## config.mk

```make
export PLATFORM = sky130hd
export DESIGN_NAME = open_address_hash_table
export DESIGN_NICKNAME = d
export VERILOG_FILES = /design/src/rtl/oaht_pkg.sv /design/src/rtl/oaht_ctrl.sv /design/src/rtl/oaht_dp.sv /design/src/rtl/open_address_hash_table.sv
export SDC_FILE = /design/constraint.sdc
export NUM_CORES = 2
export LEC_CHECK = 0
export BUFFER_PORTS_ARGS = -buffer_cell sky130_fd_sc_hd__buf_2
export CAP_MARGIN = 30
export CORE_ASPECT_RATIO = 1.5
export CORE_MARGIN = 1
export CORE_UTILIZATION = 45
export CTS_CLUSTER_DIAMETER = 200
export DETAILED_ROUTE_END_ITERATION = 8
export SLEW_MARGIN = 20
export SYNTH_ARGS = -nofsm -noshare
export SYNTH_HDL_FRONTEND = slang
export SYNTH_SLANG_ARGS = --single-unit
```

## constraint.sdc

```tcl
create_clock -name clk -period 8.2 [get_ports clk]
set_input_delay 0 -clock clk [delete_from_list [all_inputs] [get_ports clk]]
set_output_delay 0 -clock clk [all_outputs]
set_load 0.005 [all_outputs]
```

## src/rtl/oaht_pkg.sv

```systemverilog
// Package with the word types, codes and controller types of the hash table.
`timescale 1ns / 1ps
package oaht_pkg;

  localparam int KEY_W    = 31;
  localparam int SIZE_W   = 7;
  localparam int SLOT_W   = 6;
  localparam int COUNT_W  = 7;
  localparam int DIV_CW   = 5;

  localparam logic CFG_TABLE_SIZE = 1'b0;
  localparam logic CFG_PROBE_MODE = 1'b1;

  typedef enum logic [1:0] {
    OP_INSERT = 2'd0,
    OP_LOOKUP = 2'd1,
    OP_CLEAR  = 2'd2,
    OP_NONE   = 2'd3
  } op_t;

  typedef enum logic [2:0] {
    RS_INSERTED  = 3'd0,
    RS_FOUND     = 3'd1,
    RS_NOT_FOUND = 3'd2,
    RS_FULL      = 3'd3,
    RS_NO_SLOT   = 3'd4,
    RS_CLEARED   = 3'd5
  } res_status_t;

  typedef enum logic [1:0] {
    SEL_ZERO = 2'd0,
    SEL_HIT  = 2'd1,
    SEL_MISS = 2'd2
  } res_sel_t;

  typedef struct packed {
    logic [1:0]       mode;
    logic [KEY_W-1:0] key;
  } in_word_t;

  typedef struct packed {
    logic [2:0]         status;
    logic [SLOT_W-1:0]  slot;
    logic [COUNT_W-1:0] probe_count;
  } out_word_t;

  typedef enum logic [2:0] {
    ST_IDLE,
    ST_DISPATCH,
    ST_DIV,
    ST_SETUP,
    ST_PROBE,
    ST_CHECK,
    ST_FINISH
  } ctrl_state_t;

  typedef struct packed {
    logic        load;
    logic        clear;
    logic        div_start;
    logic        div_step;
    logic        probe_init;
    logic        probe_adv;
    logic        ins_write;
    logic        res_set;
    res_status_t res_code;
    res_sel_t    res_sel;
    logic        out_load;
  } dp_cmd_t;

  typedef struct packed {
    op_t  op;
    logic full;
    logic div_last;
    logic hit;
    logic last_probe;
    logic out_free;
  } dp_sts_t;

endpackage

```

## src/rtl/oaht_ctrl.sv

```systemverilog
// Controller state machine that sequences the divide and probe steps.
`timescale 1ns / 1ps
module oaht_ctrl import oaht_pkg::*; (
  input  logic    clk,
  input  logic    rst_n,
  input  logic    in_valid,
  output logic    in_ready,
  input  dp_sts_t sts,
  output dp_cmd_t cmd
);

  ctrl_state_t state_r, state_nxt;

  always_ff @(posedge clk) begin
    if (!rst_n) begin
      state_r <= ST_IDLE;
    end else begin
      state_r <= state_nxt;
    end
  end

  always_comb begin
    state_nxt = state_r;
    cmd       = '0;
    cmd.res_code = RS_NOT_FOUND;
    cmd.res_sel  = SEL_ZERO;
    in_ready  = 1'b0;
    unique case (state_r)
      ST_IDLE: begin
        in_ready = 1'b1;
        if (in_valid) begin
          cmd.load  = 1'b1;
          state_nxt = ST_DISPATCH;
        end
      end
      ST_DISPATCH: begin
        unique case (sts.op)
          OP_CLEAR: begin
            cmd.clear    = 1'b1;
            cmd.res_set  = 1'b1;
            cmd.res_code = RS_CLEARED;
            state_nxt    = ST_FINISH;
          end
          OP_NONE: begin
            cmd.res_set  = 1'b1;
            cmd.res_code = RS_NOT_FOUND;
            state_nxt    = ST_FINISH;
          end
          OP_INSERT: begin
            if (sts.full) begin
              cmd.res_set  = 1'b1;
              cmd.res_code = RS_FULL;
              state_nxt    = ST_FINISH;
            end else begin
              cmd.div_start = 1'b1;
              state_nxt     = ST_DIV;
            end
          end
          default: begin
            cmd.div_start = 1'b1;
            state_nxt     = ST_DIV;
          end
        endcase
      end
      ST_DIV: begin
        cmd.div_step = 1'b1;
        if (sts.div_last) begin
          state_nxt = ST_SETUP;
        end
      end
      ST_SETUP: begin
        cmd.probe_init = 1'b1;
        state_nxt      = ST_PROBE;
      end
      ST_PROBE: begin
        state_nxt = ST_CHECK;
      end
      ST_CHECK: begin
        priority if (sts.hit) begin
          cmd.res_set  = 1'b1;
          cmd.res_sel  = SEL_HIT;
          cmd.ins_write = (sts.op == OP_INSERT);
          cmd.res_code = (sts.op == OP_INSERT) ? RS_INSERTED : RS_FOUND;
          state_nxt    = ST_FINISH;
        end else if (sts.last_probe) begin
          cmd.res_set  = 1'b1;
          cmd.res_sel  = SEL_MISS;
          cmd.res_code = (sts.op == OP_INSERT) ? RS_NO_SLOT : RS_NOT_FOUND;
          state_nxt    = ST_FINISH;
        end else begin
          cmd.probe_adv = 1'b1;
          state_nxt     = ST_PROBE;
        end
      end
      ST_FINISH: begin
        if (sts.out_free) begin
          cmd.out_load = 1'b1;
          state_nxt    = ST_IDLE;
        end
      end
      default: begin
        state_nxt = ST_IDLE;
      end
    endcase
  end

endmodule

```

## src/rtl/oaht_dp.sv

```systemverilog
// Datapath: configuration, divider, probe address unit, slot store and output register.
`timescale 1ns / 1ps
module oaht_dp import oaht_pkg::*; #(
  parameter int TABLE_DEPTH = 64
) (
  input  logic              clk,
  input  logic              rst_n,
  input  logic              cfg_we,
  input  logic              cfg_index,
  input  logic [SIZE_W-1:0] cfg_data,
  input  in_word_t          in_data,
  output logic              out_valid,
  input  logic              out_ready,
  output out_word_t         out_data,
  input  dp_cmd_t           cmd,
  output dp_sts_t           sts
);

  // Only slots below the largest table_size can ever be probed.
  localparam int UD = (TABLE_DEPTH < (1 << SIZE_W)) ? TABLE_DEPTH : (1 << SIZE_W);
  localparam int AW = (UD > 1) ? $clog2(UD) : 1;

  logic [SIZE_W-1:0]  table_size_r;
  logic               probe_mode_r;
  op_t                op_r;
  logic [KEY_W-1:0]   key_r;
  logic [SIZE_W-1:0]  size_r;
  logic [DIV_CW-1:0]  div_cnt_r;
  logic [KEY_W-1:0]   dvd_r;
  logic [SIZE_W-1:0]  rem_r, rem_nxt;
  logic [SIZE_W-1:0]  r2_r, r2_nxt;
  logic [SIZE_W-1:0]  idx_r, idx_nxt;
  logic [SIZE_W-1:0]  step_r;
  logic [COUNT_W-1:0] n_r;
  logic [SIZE_W-1:0]  count_r;
  logic               used_r [UD];
  logic [KEY_W-1:0]   mem [UD];
  logic [KEY_W-1:0]   key_rd_r;
  out_word_t          res_r, out_r;
  logic               out_valid_r;
  logic [SIZE_W-1:0]  eff_size;
  logic [SIZE_W:0]    rem_sh, r2_sh, idx_sum;
  logic               qbit;
  logic [AW-1:0]      addr;

  assign addr = AW'(idx_r);

  always_comb begin
    eff_size = table_size_r;
    if (table_size_r == '0) begin
      eff_size = SIZE_W'(1);
    end else if (32'(table_size_r) > TABLE_DEPTH) begin
      eff_size = SIZE_W'(TABLE_DEPTH);
    end
  end

  // One quotient bit per step; the quotient's remainder runs alongside.
  always_comb begin
    rem_sh  = {rem_r, dvd_r[KEY_W-1]};
    qbit    = (rem_sh >= {1'b0, size_r});
    rem_nxt = qbit ? SIZE_W'(rem_sh - {1'b0, size_r}) : rem_sh[SIZE_W-1:0];
    r2_sh   = {r2_r, qbit};
    r2_nxt  = (r2_sh >= {1'b0, size_r}) ? SIZE_W'(r2_sh - {1'b0, size_r})
                                        : r2_sh[SIZE_W-1:0];
    idx_sum = {1'b0, idx_r} + {1'b0, step_r};
    idx_nxt = (idx_sum >= {1'b0, size_r}) ? SIZE_W'(idx_sum - {1'b0, size_r})
                                          : idx_sum[SIZE_W-1:0];
  end

  always_ff @(posedge clk) begin
    if (!rst_n) begin
      table_size_r <= SIZE_W'(64);
      probe_mode_r <= 1'b1;
    end else if (cfg_we) begin
      if (cfg_index == CFG_TABLE_SIZE) begin
        table_size_r <= cfg_data;
      end else begin
        probe_mode_r <= cfg_data[0];
      end
    end
  end

  always_ff @(posedge clk) begin
    if (cmd.load) begin
      op_r   <= op_t'(in_data.mode);
      key_r  <= in_data.key;
      size_r <= eff_size;
    end
    if (cmd.div_start) begin
      dvd_r     <= key_r;
      rem_r     <= '0;
      r2_r      <= '0;
      div_cnt_r <= DIV_CW'(KEY_W - 1);
    end else if (cmd.div_step) begin
      dvd_r     <= {dvd_r[KEY_W-2:0], 1'b0};
      rem_r     <= rem_nxt;
      r2_r      <= r2_nxt;
      div_cnt_r <= div_cnt_r - 1'b1;
    end
    if (cmd.probe_init) begin
      idx_r  <= rem_r;
      step_r <= (!probe_mode_r || r2_r == '0) ? SIZE_W'(1) : r2_r;
      n_r    <= COUNT_W'(1);
    end else if (cmd.probe_adv) begin
      idx_r <= idx_nxt;
      n_r   <= n_r + 1'b1;
    end
    if (cmd.res_set) begin
      res_r.status <= cmd.res_code;
      unique case (cmd.res_sel)
        SEL_HIT: begin
          res_r.slot        <= idx_r[SLOT_W-1:0];
          res_r.probe_count <= n_r;
        end
        SEL_MISS: begin
          res_r.slot        <= '0;
          res_r.probe_count <= COUNT_W'(size_r);
        end
        default: begin
          res_r.slot        <= '0;
          res_r.probe_count <= '0;
        end
      endcase
    end
    if (cmd.out_load) begin
      out_r <= res_r;
    end
  end

  always_ff @(posedge clk) begin
    if (!rst_n) begin
      count_r <= '0;
      for (int i = 0; i < UD; i++) begin
        used_r[i] <= 1'b0;
      end
    end else if (cmd.clear) begin
      count_r <= '0;
      for (int i = 0; i < UD; i++) begin
        used_r[i] <= 1'b0;
      end
    end else if (cmd.ins_write) begin
      count_r      <= count_r + 1'b1;
      used_r[addr] <= 1'b1;
    end
  end

  always_ff @(posedge clk) begin
    if (cmd.ins_write) begin
      mem[addr] <= key_r;
    end
    key_rd_r <= mem[addr];
  end

  always_ff @(posedge clk) begin
    if (!rst_n) begin
      out_valid_r <= 1'b0;
    end else if (cmd.out_load) begin
      out_valid_r <= 1'b1;
    end else if (out_ready) begin
      out_valid_r <= 1'b0;
    end
  end

  assign out_valid = out_valid_r;
  assign out_data  = out_r;

  always_comb begin
    sts.op         = op_r;
    sts.full       = (count_r >= size_r);
    sts.div_last   = (div_cnt_r == '0);
    sts.hit        = (op_r == OP_INSERT) ? !used_r[addr]
                                         : (used_r[addr] && key_rd_r == key_r);
    sts.last_probe = (n_r == COUNT_W'(size_r));
    sts.out_free   = !out_valid_r || out_ready;
  end

  a_idx_in_range: assert property (@(posedge clk) disable iff (!rst_n)
    cmd.probe_adv |=> idx_r < size_r)
    else $error("probe index left the table");

  a_rem_in_range: assert property (@(posedge clk) disable iff (!rst_n)
    cmd.probe_init |-> (rem_r < size_r && r2_r < size_r))
    else $error("hash remainder out of range");

  a_write_empty: assert property (@(posedge clk) disable iff (!rst_n)
    cmd.ins_write |-> !used_r[addr])
    else $error("insert overwrote an occupied slot");

endmodule

```

## src/rtl/open_address_hash_table.sv

```systemverilog
// Top level of the open-addressing hash table: controller plus datapath.
// Usage: each input word carries a mode (insert, look up, clear) and a 31-bit
// key, and yields exactly one result word with status, slot and probe count.
// Both channels use valid/ready; a word moves when both are high.
// The configuration port (cfg_we, cfg_index, cfg_data) sets table_size and
// probe_mode and should only be written while the block is idle.
// Clear, the unused mode and a dropped insert on a full table go from dispatch
// straight to the output register. Insert and lookup run a one-bit-per-cycle
// divider over the 31 key bits to form the home slot and the double-hash step,
// then for each probe read the slot store and then compare before the result
// reaches the output register.
// One word is worked on at a time; the next word is taken once the previous
// result has entered the output register, even if it is not yet taken.
// When the receiver stalls, the result holds in the output register and the
// next word finishes its work and then waits for that register to drain.
// Reset empties every slot at once, zeroes the stored-key count and sets
// table_size to 64 and probe_mode to double hashing.
`timescale 1ns / 1ps
module open_address_hash_table import oaht_pkg::*; #(
  parameter int TABLE_DEPTH = 64
) (
  input  logic              clk,
  input  logic              rst_n,
  input  logic              cfg_we,
  input  logic              cfg_index,
  input  logic [SIZE_W-1:0] cfg_data,
  input  logic              in_valid,
  output logic              in_ready,
  input  in_word_t          in_data,
  output logic              out_valid,
  input  logic              out_ready,
  output out_word_t         out_data
);

  dp_cmd_t cmd;
  dp_sts_t sts;

  // The controller only steps the sequence; all arithmetic and storage
  // live in the datapath.
  oaht_ctrl u_ctrl (
    .clk      (clk),
    .rst_n    (rst_n),
    .in_valid (in_valid),
    .in_ready (in_ready),
    .sts      (sts),
    .cmd      (cmd)
  );

  oaht_dp #(
    .TABLE_DEPTH (TABLE_DEPTH)
  ) u_dp (
    .clk       (clk),
    .rst_n     (rst_n),
    .cfg_we    (cfg_we),
    .cfg_index (cfg_index),
    .cfg_data  (cfg_data),
    .in_data   (in_data),
    .out_valid (out_valid),
    .out_ready (out_ready),
    .out_data  (out_data),
    .cmd       (cmd),
    .sts       (sts)
  );

endmodule

```

# After elaboration in Yosys (flattened, before gate mapping)
# Memories as Yosys holds them, arrays and structs flattened. A register that Yosys moved wholly into a read port is not among the register bits.
# Index checks and enable logic that the tools add are counted.
[word_totals]
ram_bits = 2048
memories = 2
reg_bits = 162
out_inout_bits = 18
[classes]
n_lt_le_gt_ge = 5
bitwise = 66
n_mux = 120
eq_ne = 15
addsub = 7
n_reduce_logical = 21
[mem_list]
columns = ["name", "depth", "word_bits", "read_ports", "rd_ports_with_merged_regs", "write_ports", "line", "text"]
rows = [
  ["u_dp.mem", 64, 31, 1, 1, 1, "oaht_dp.sv:37", "logic [KEY_W-1:0] mem [UD];"],
  ["u_dp.used_r", 64, 1, 1, 1, 64, "oaht_dp.sv:36", "logic used_r [UD];"],
]
[op_table]
columns = ["cell", "n"]
rows = [
  ["2-to-1 mux 1 bit", 91],
  ["bitwise OR 1 bit", 64],
  ["2-to-1 mux 31 bit", 2],
  ["2-to-1 mux 7 bit", 6],
  ["== test 31 bit", 1],
  ["case mux 13 bit (2 select lines)", 1],
  [">= comparator 8 x 7 -> 1 bit", 3],
  ["2-to-1 mux 6 bit", 4],
  ["case mux 3 bit (7 select lines)", 1],
  ["subtractor 7 bit", 3],
  ["2-to-1 mux 3 bit", 5],
  ["adder 7 x 1 -> 7 bit, second input constant", 2],
  ["zero test 7 bit", 2],
  ["case mux 4 bit (3 select lines)", 1],
  ["2-to-1 mux 2 bit", 5],
  ["== test 3 bit, second input constant", 3],
  ["adder 7 x 7 -> 8 bit", 1],
  ["case mux 4 bit (2 select lines)", 1],
  ["== test 7 bit", 1],
  [">= comparator 7 bit", 1],
  ["> comparator 7 bit, second input constant", 1],
  ["== test 2 bit, second input constant", 3],
  ["== test 3 x 2 -> 1 bit, second input constant", 2],
  ["!= test 2 bit, second input constant", 3],
  ["other kinds (18)", 27],
]

# Depth between registers and ports, before layout
[depth]
word_depth = 11
depth_mapped = 20
ltp_nobuf = 20

# Cells and area by module
# From an unflattened synthesis, not the netlist that was laid out.
[unflattened]
hier_cells = 4995
area_unflattened_um2 = 87510.2
[by_module_without_submodules]
columns = ["module", "seq_area_each_um2", "cells_each", "n_inst", "area_per_inst_um2"]
rows = [
  ["oaht_dp", 65953.3, 4941, 1, 87132.3],
  ["oaht_ctrl", 60.1, 54, 1, 377.9],
]

# Worst setup path after synthesis
# OpenSTA, ideal clock, no wires.
[synth_path]
kind = "register to register"
from = "register u_dp.size_r[2]"
to = "register u_dp.r2_r[0]"
path_stages_with_launch = 20
t_arrival_ns = 4.391
setup_ns = 0.076
n_path_buf = 0
required_time_ns = 8.124
period_less_slack_ns = 4.467
setup_slack_ns = 3.733
path_cell_list = "edfxtp_1 inv_1 ha_1 nor2b_1 o21ai_0 a21boi_0 o21ai_0 nand2b_1 a21oi_1 ha_1 inv_1 fa_1 a21o_1 a21oi_1 nor2b_1 o21a_1 o21a_1 nor2_1 mux2_2 o22ai_1"
[synth_between]
elab_chain_cells = 4
word_cells_on_any_way = 8
[synth_lines]
columns = ["element", "line", "text"]
rows = [
  ["from (decl)", "oaht_dp.sv:27", "logic [SIZE_W-1:0] size_r;"],
  ["from (signal assigned)", "oaht_dp.sv:87", "size_r <= eff_size;"],
  ["parallel branches: the longest is 4 deep, another holds >= comparator 8 x 7 -> 1 bit", "-", ""],
  ["to (signal assigned)", "oaht_dp.sv:97", "r2_r <= r2_nxt;"],
  ["to (decl)", "oaht_dp.sv:31", "logic [SIZE_W-1:0] r2_r, r2_nxt;"],
]
# Several ways; the timed one is not identified.
# A chain may end at the register's enable or synchronous reset.

# Worst setup path in the final report
# Ends and elaborated chain as after synthesis.

==> flow_metrics.py <==
metrics = {
    "clocking": {
        "htreeDepth": 4,
        "cts_buffer_depth": 4,
        "clk_pin_slew_worst_paths_ps": 70,
        "post_cts.repair.setup_buffers": 0,
        "clock_latency_ps": 880,
        "tritoncts": "built",
        "cts-root-buf": "clkbuf_16",
        "numCtsBuffers": 206,
        "clock_sinks": 2247,
    },
    "floorplanning": {
        "rows": 191,
        "fp.coreArea_um2": 181000,
        "initial_utilization_pct": 45.5,
        "die_w_um": 351,
        "num_io_pins": 64,
        "dieArea_um2": 185000,
        "fp.dieH_um": 526,
    },
    "placed_design": {
        "gp_congestion": 1.00,
        "io_buffers": 63,
        "hpwl_um": 166000,
        "placed_cell_area_um2": 88000,
    },
    "global_routing": {
        "antenna_found_initial": 12,
        "grt_max_degree": 122,
        "grt-ovfl-total": 0,
        "grt_pass1_wl_um": 370000,
        "grt_usage_pct": 28.7,
        "grt_pass1_vias": 46800,
    },
    "power_and_ir_drop": {
        "power.switching_w": 0.00666,
        "leakage_nw": 29.7,
        "peakVddDrop_v": 0.000247,
        "switching_share_pct": 25.7,
        "p_comb_share_pct": 12.0,
        "power.density_nw_per_um2": 271,
        "seq_power_share_pct": 51.6,
        "internal-power_w": 0.0192,
        "pwr-share-clk_pct": 36.3,
    },
    "sta": {
        "relSlewSlack_pct": 24.0,
        "fmax_ghz": 0.191,
        "hold_slack_ps": 29.3,
        "rsz0062_at_grt": "no",
        "fin_crit_ps": 5230,
        "finalSetupViolCount": 0,
        "skew_ps": 55.5,
        "setup_tns_ps": 0,
        "worst_pin_slew_ps": 1130,
        "finalMaxSlewViolations": 0,
        "layout_worst_path_cycle_share_pct": 63.8,
        "hold_violations": 0,
    },
    "logic_synthesis": {
        "synthArstFlopShare_pct": 0,
        "ys_types": 65,
        "avgSynthCellArea_um2": 17.9,
        "synth_edf_count": 2101,
        "synthesis.nets": 4704,
        "syn_area_um2": 82300,
        "synthCells": 4613,
        "yosys_most_used_dff": "edfxtp_1",
        "synth-seq-cells": 2247,
        "synth_warnings": 0,
        "seq_area_frac_synth_pct": 80.2,
    },
    "finish": {
        "fillers": 14500,
        "nets": 4993,
        "multi_input_area_um2": 15800,
        "area_growth_pct": 15.9,
        "layout-drive-gt1-share_pct": 13.8,
        "seqCellArea_um2": 66000,
        "stdcell_area_um2": 95500,
        "postLayoutCoreUtil_pct": 52.7,
    },
    "routing": {
        "first_iter_violations": 6934,
        "dr.pass1.iters": 7,
        "viasPerCell": 6.48,
        "wl_met3_um": 25100,
        "drt-met1-wl_um": 94900,
        "routed_wl_um": 268000,
        "drc": 1,
        "top_layer": "met5",
        "num_vias": 48500,
        "drtAntennaViolNets": 0,
        "met2_length_um": 130000,
        "drt-wirelength-per-cell_um": 35.8,
    },
    "critical_path": {
        "crit_buf_inv": 2,
        "path_cells": "inv_1 -> ha_1 -> nor2b_1 -> o21ai_0 -> a21boi_0 -> o21ai_0 -> nand2b_1 -> a21oi_1 -> ha_1 -> inv_1 -> fa_1 -> a21o_1 -> a21oi_1 -> nor2b_1 -> o21a_1 -> o21a_1 -> nor2_1 -> mux2_2 -> o22ai_1",
        "r2r_cells": 19,
        "startpoint_type": "flip-flop",
        "crit_slowest_cell": "a21oi_1",
        "critPathRequiredTime_ps": 8970,
        "cp.depth": 19,
        "crit_path_max_incr_delay_ps": 760,
        "cp_max_fo": 8,
        "critPathKind": "flip-flop to flip-flop",
        "critPathTopFamily": "compound AO/OA/AOI/OAI gates",
        "cp_data_arrival_time_ps": 6000,
        "end_kind": "flip-flop",
    },
    "status": {
        "status": "complete, but fails checks",
        "violations": "design-rule violations",
    },
    "run": {
        "cap_violations": 0,
    },
    "hold_path": {
        "hold_class": "primary input to flip-flop",
        "holdPathStages": 5,
    },
}
[cell usage after synthesis (all sizes together) (24+ instances only)]
library cell | n | area [um2]
nor2 | 115 | 439
o21a | 69 | 518
clkbuf | 235 | 883
a22o | 202 | 1770
mux2i | 35 | 350
inv | 29 | 109
a31oi | 180 | 1130
xnor2 | 39 | 342
mux2 | 37 | 417
dfxtp | 146 | 2920
nand4 | 84 | 526
nand2 | 75 | 282
xor2 | 24 | 210
edfxtp | 2101 | 63100
nand3 | 35 | 175
a21oi | 94 | 474
buf | 49 | 189
a221oi | 200 | 1750
a22oi | 602 | 4520
nor4 | 38 | 238
ha | 41 | 513
[sequential cells by signal (all words and copies together) (netlist names), 16 cells and up, named ones only]
register / count
u_dp.mem: 1984
u_dp.used_r: 64
u_dp.dvd_r: 31
u_dp.key_r: 31
u_dp.key_rd_r: 31
u_dp.out_data: 16
u_dp.res_r: 16
[power by group through the flow]
stage	combinational, W	sequential [W]	clock [W]
2_1_floorplan	0.00137	0.0138	0
3_3_place_gp	0.00301	0.0136	0
3_5_place_dp	0.00305	0.0136	0
4_1_cts	0.00309	0.0134	0.00945
5_1_grt	0.00324	0.0134	0.00986
6_report	0.00312	0.0134	0.00940
[cells in the final DEF, fill, tap and decap left out, types with 31 or more instances in the layout]
cell type and instances:
edfxtp_1 2101, xnor2_1 39, buf_2 63, o21a_1 69, nor2_1 49, a22o_1 202, a21oi_1 93, mux2_2 31
nor4_1 37, a31oi_1 178, dfxtp_1 146, buf_12 35, buf_16 42, nand3_1 34, clkbuf_1 47, mux2i_1 35
dlygate4sd3_1 97, nand4_1 84, buf_4 126, a22oi_1 602, nand2_1 65, clkinv_2 38, a221oi_1 200, ha_1 41
nor2_4 66, clkbuf_16 209, clkinv_1 40
[routing by layer]
metal,vias to the layer above,track usage (%)
met5,-,0
met4,4,16.9
met3,559,4.60
met2,2973,46.9
met1,25100,36.1
li1,19900,-
[final cells by class]
| type | instances | area share (%) |
|---|---|---|
| tap | 2412 | 3.16 |
| antenna | 8 | 0.0210 |
| clock buffer | 262 | 5.75 |
| sequential | 2247 | 69.2 |
| inverter | 29 | 0.114 |
| clock inverter | 111 | 0.983 |
| timing repair buffer | 365 | 4.31 |
| multi-input combinational | 2053 | 16.5 |
[stage by stage]
step,setup WS [ps],cells,total power (W)
floorplan,3730,4613,0.0152
finish,2970,7487,0.0259
detailed placement,2960,7009,0.0167
global route,2640,7480,0.0265
CTS,2940,7479,0.0259
global placement,2650,6928,0.0166
[what timing repair did]
action,CTS,global route
gates resized for setup,0,0
endpoints found under the hold margin,74,0
hold buffers,97,0
setup endpoints to repair,0,0
[tightest hold or removal path: stages]
cell           delay (ps)
buf_2                 120
nand2_1                70
nand2_1                50
nand3_1                70
dlygate4sd3_1         530
[logic make-up (layout without fill, tap and decap cells)]
kind of cell,after synthesis,in the layout,synth area share [%]
flip-flops,2247,2247,80.2
AO/OA/AOI/OAI,1411,1411,12.9
AND/OR/NAND/NOR,450,450,2.87
buffers and inverters,313,767,1.43
multiplexers,84,84,1.26
XOR/XNOR,63,63,0.670
adder cells (fa/ha/maj),45,45,0.720
other,0,8,0
[worst paths after layout]
path / startpoint / to / slack [ps]
max: u_dp.size_r[2]$_SDFFCE_PP0P_ / u_dp.r2_r[0]$_SDFFE_PP0P_ / 2970
min: cfg_we / u_dp.probe_mode_r$_SDFFE_PN1P_ / 30
min reg2reg: u_dp.res_r[11]$_DFFE_PP_ / u_dp.out_data[11]$_DFFE_PP_ / 420
max reg2reg: u_dp.size_r[2]$_SDFFCE_PP0P_ / u_dp.r2_r[0]$_SDFFE_PP0P_ / 2970
(Power assumes the default switching activity.)
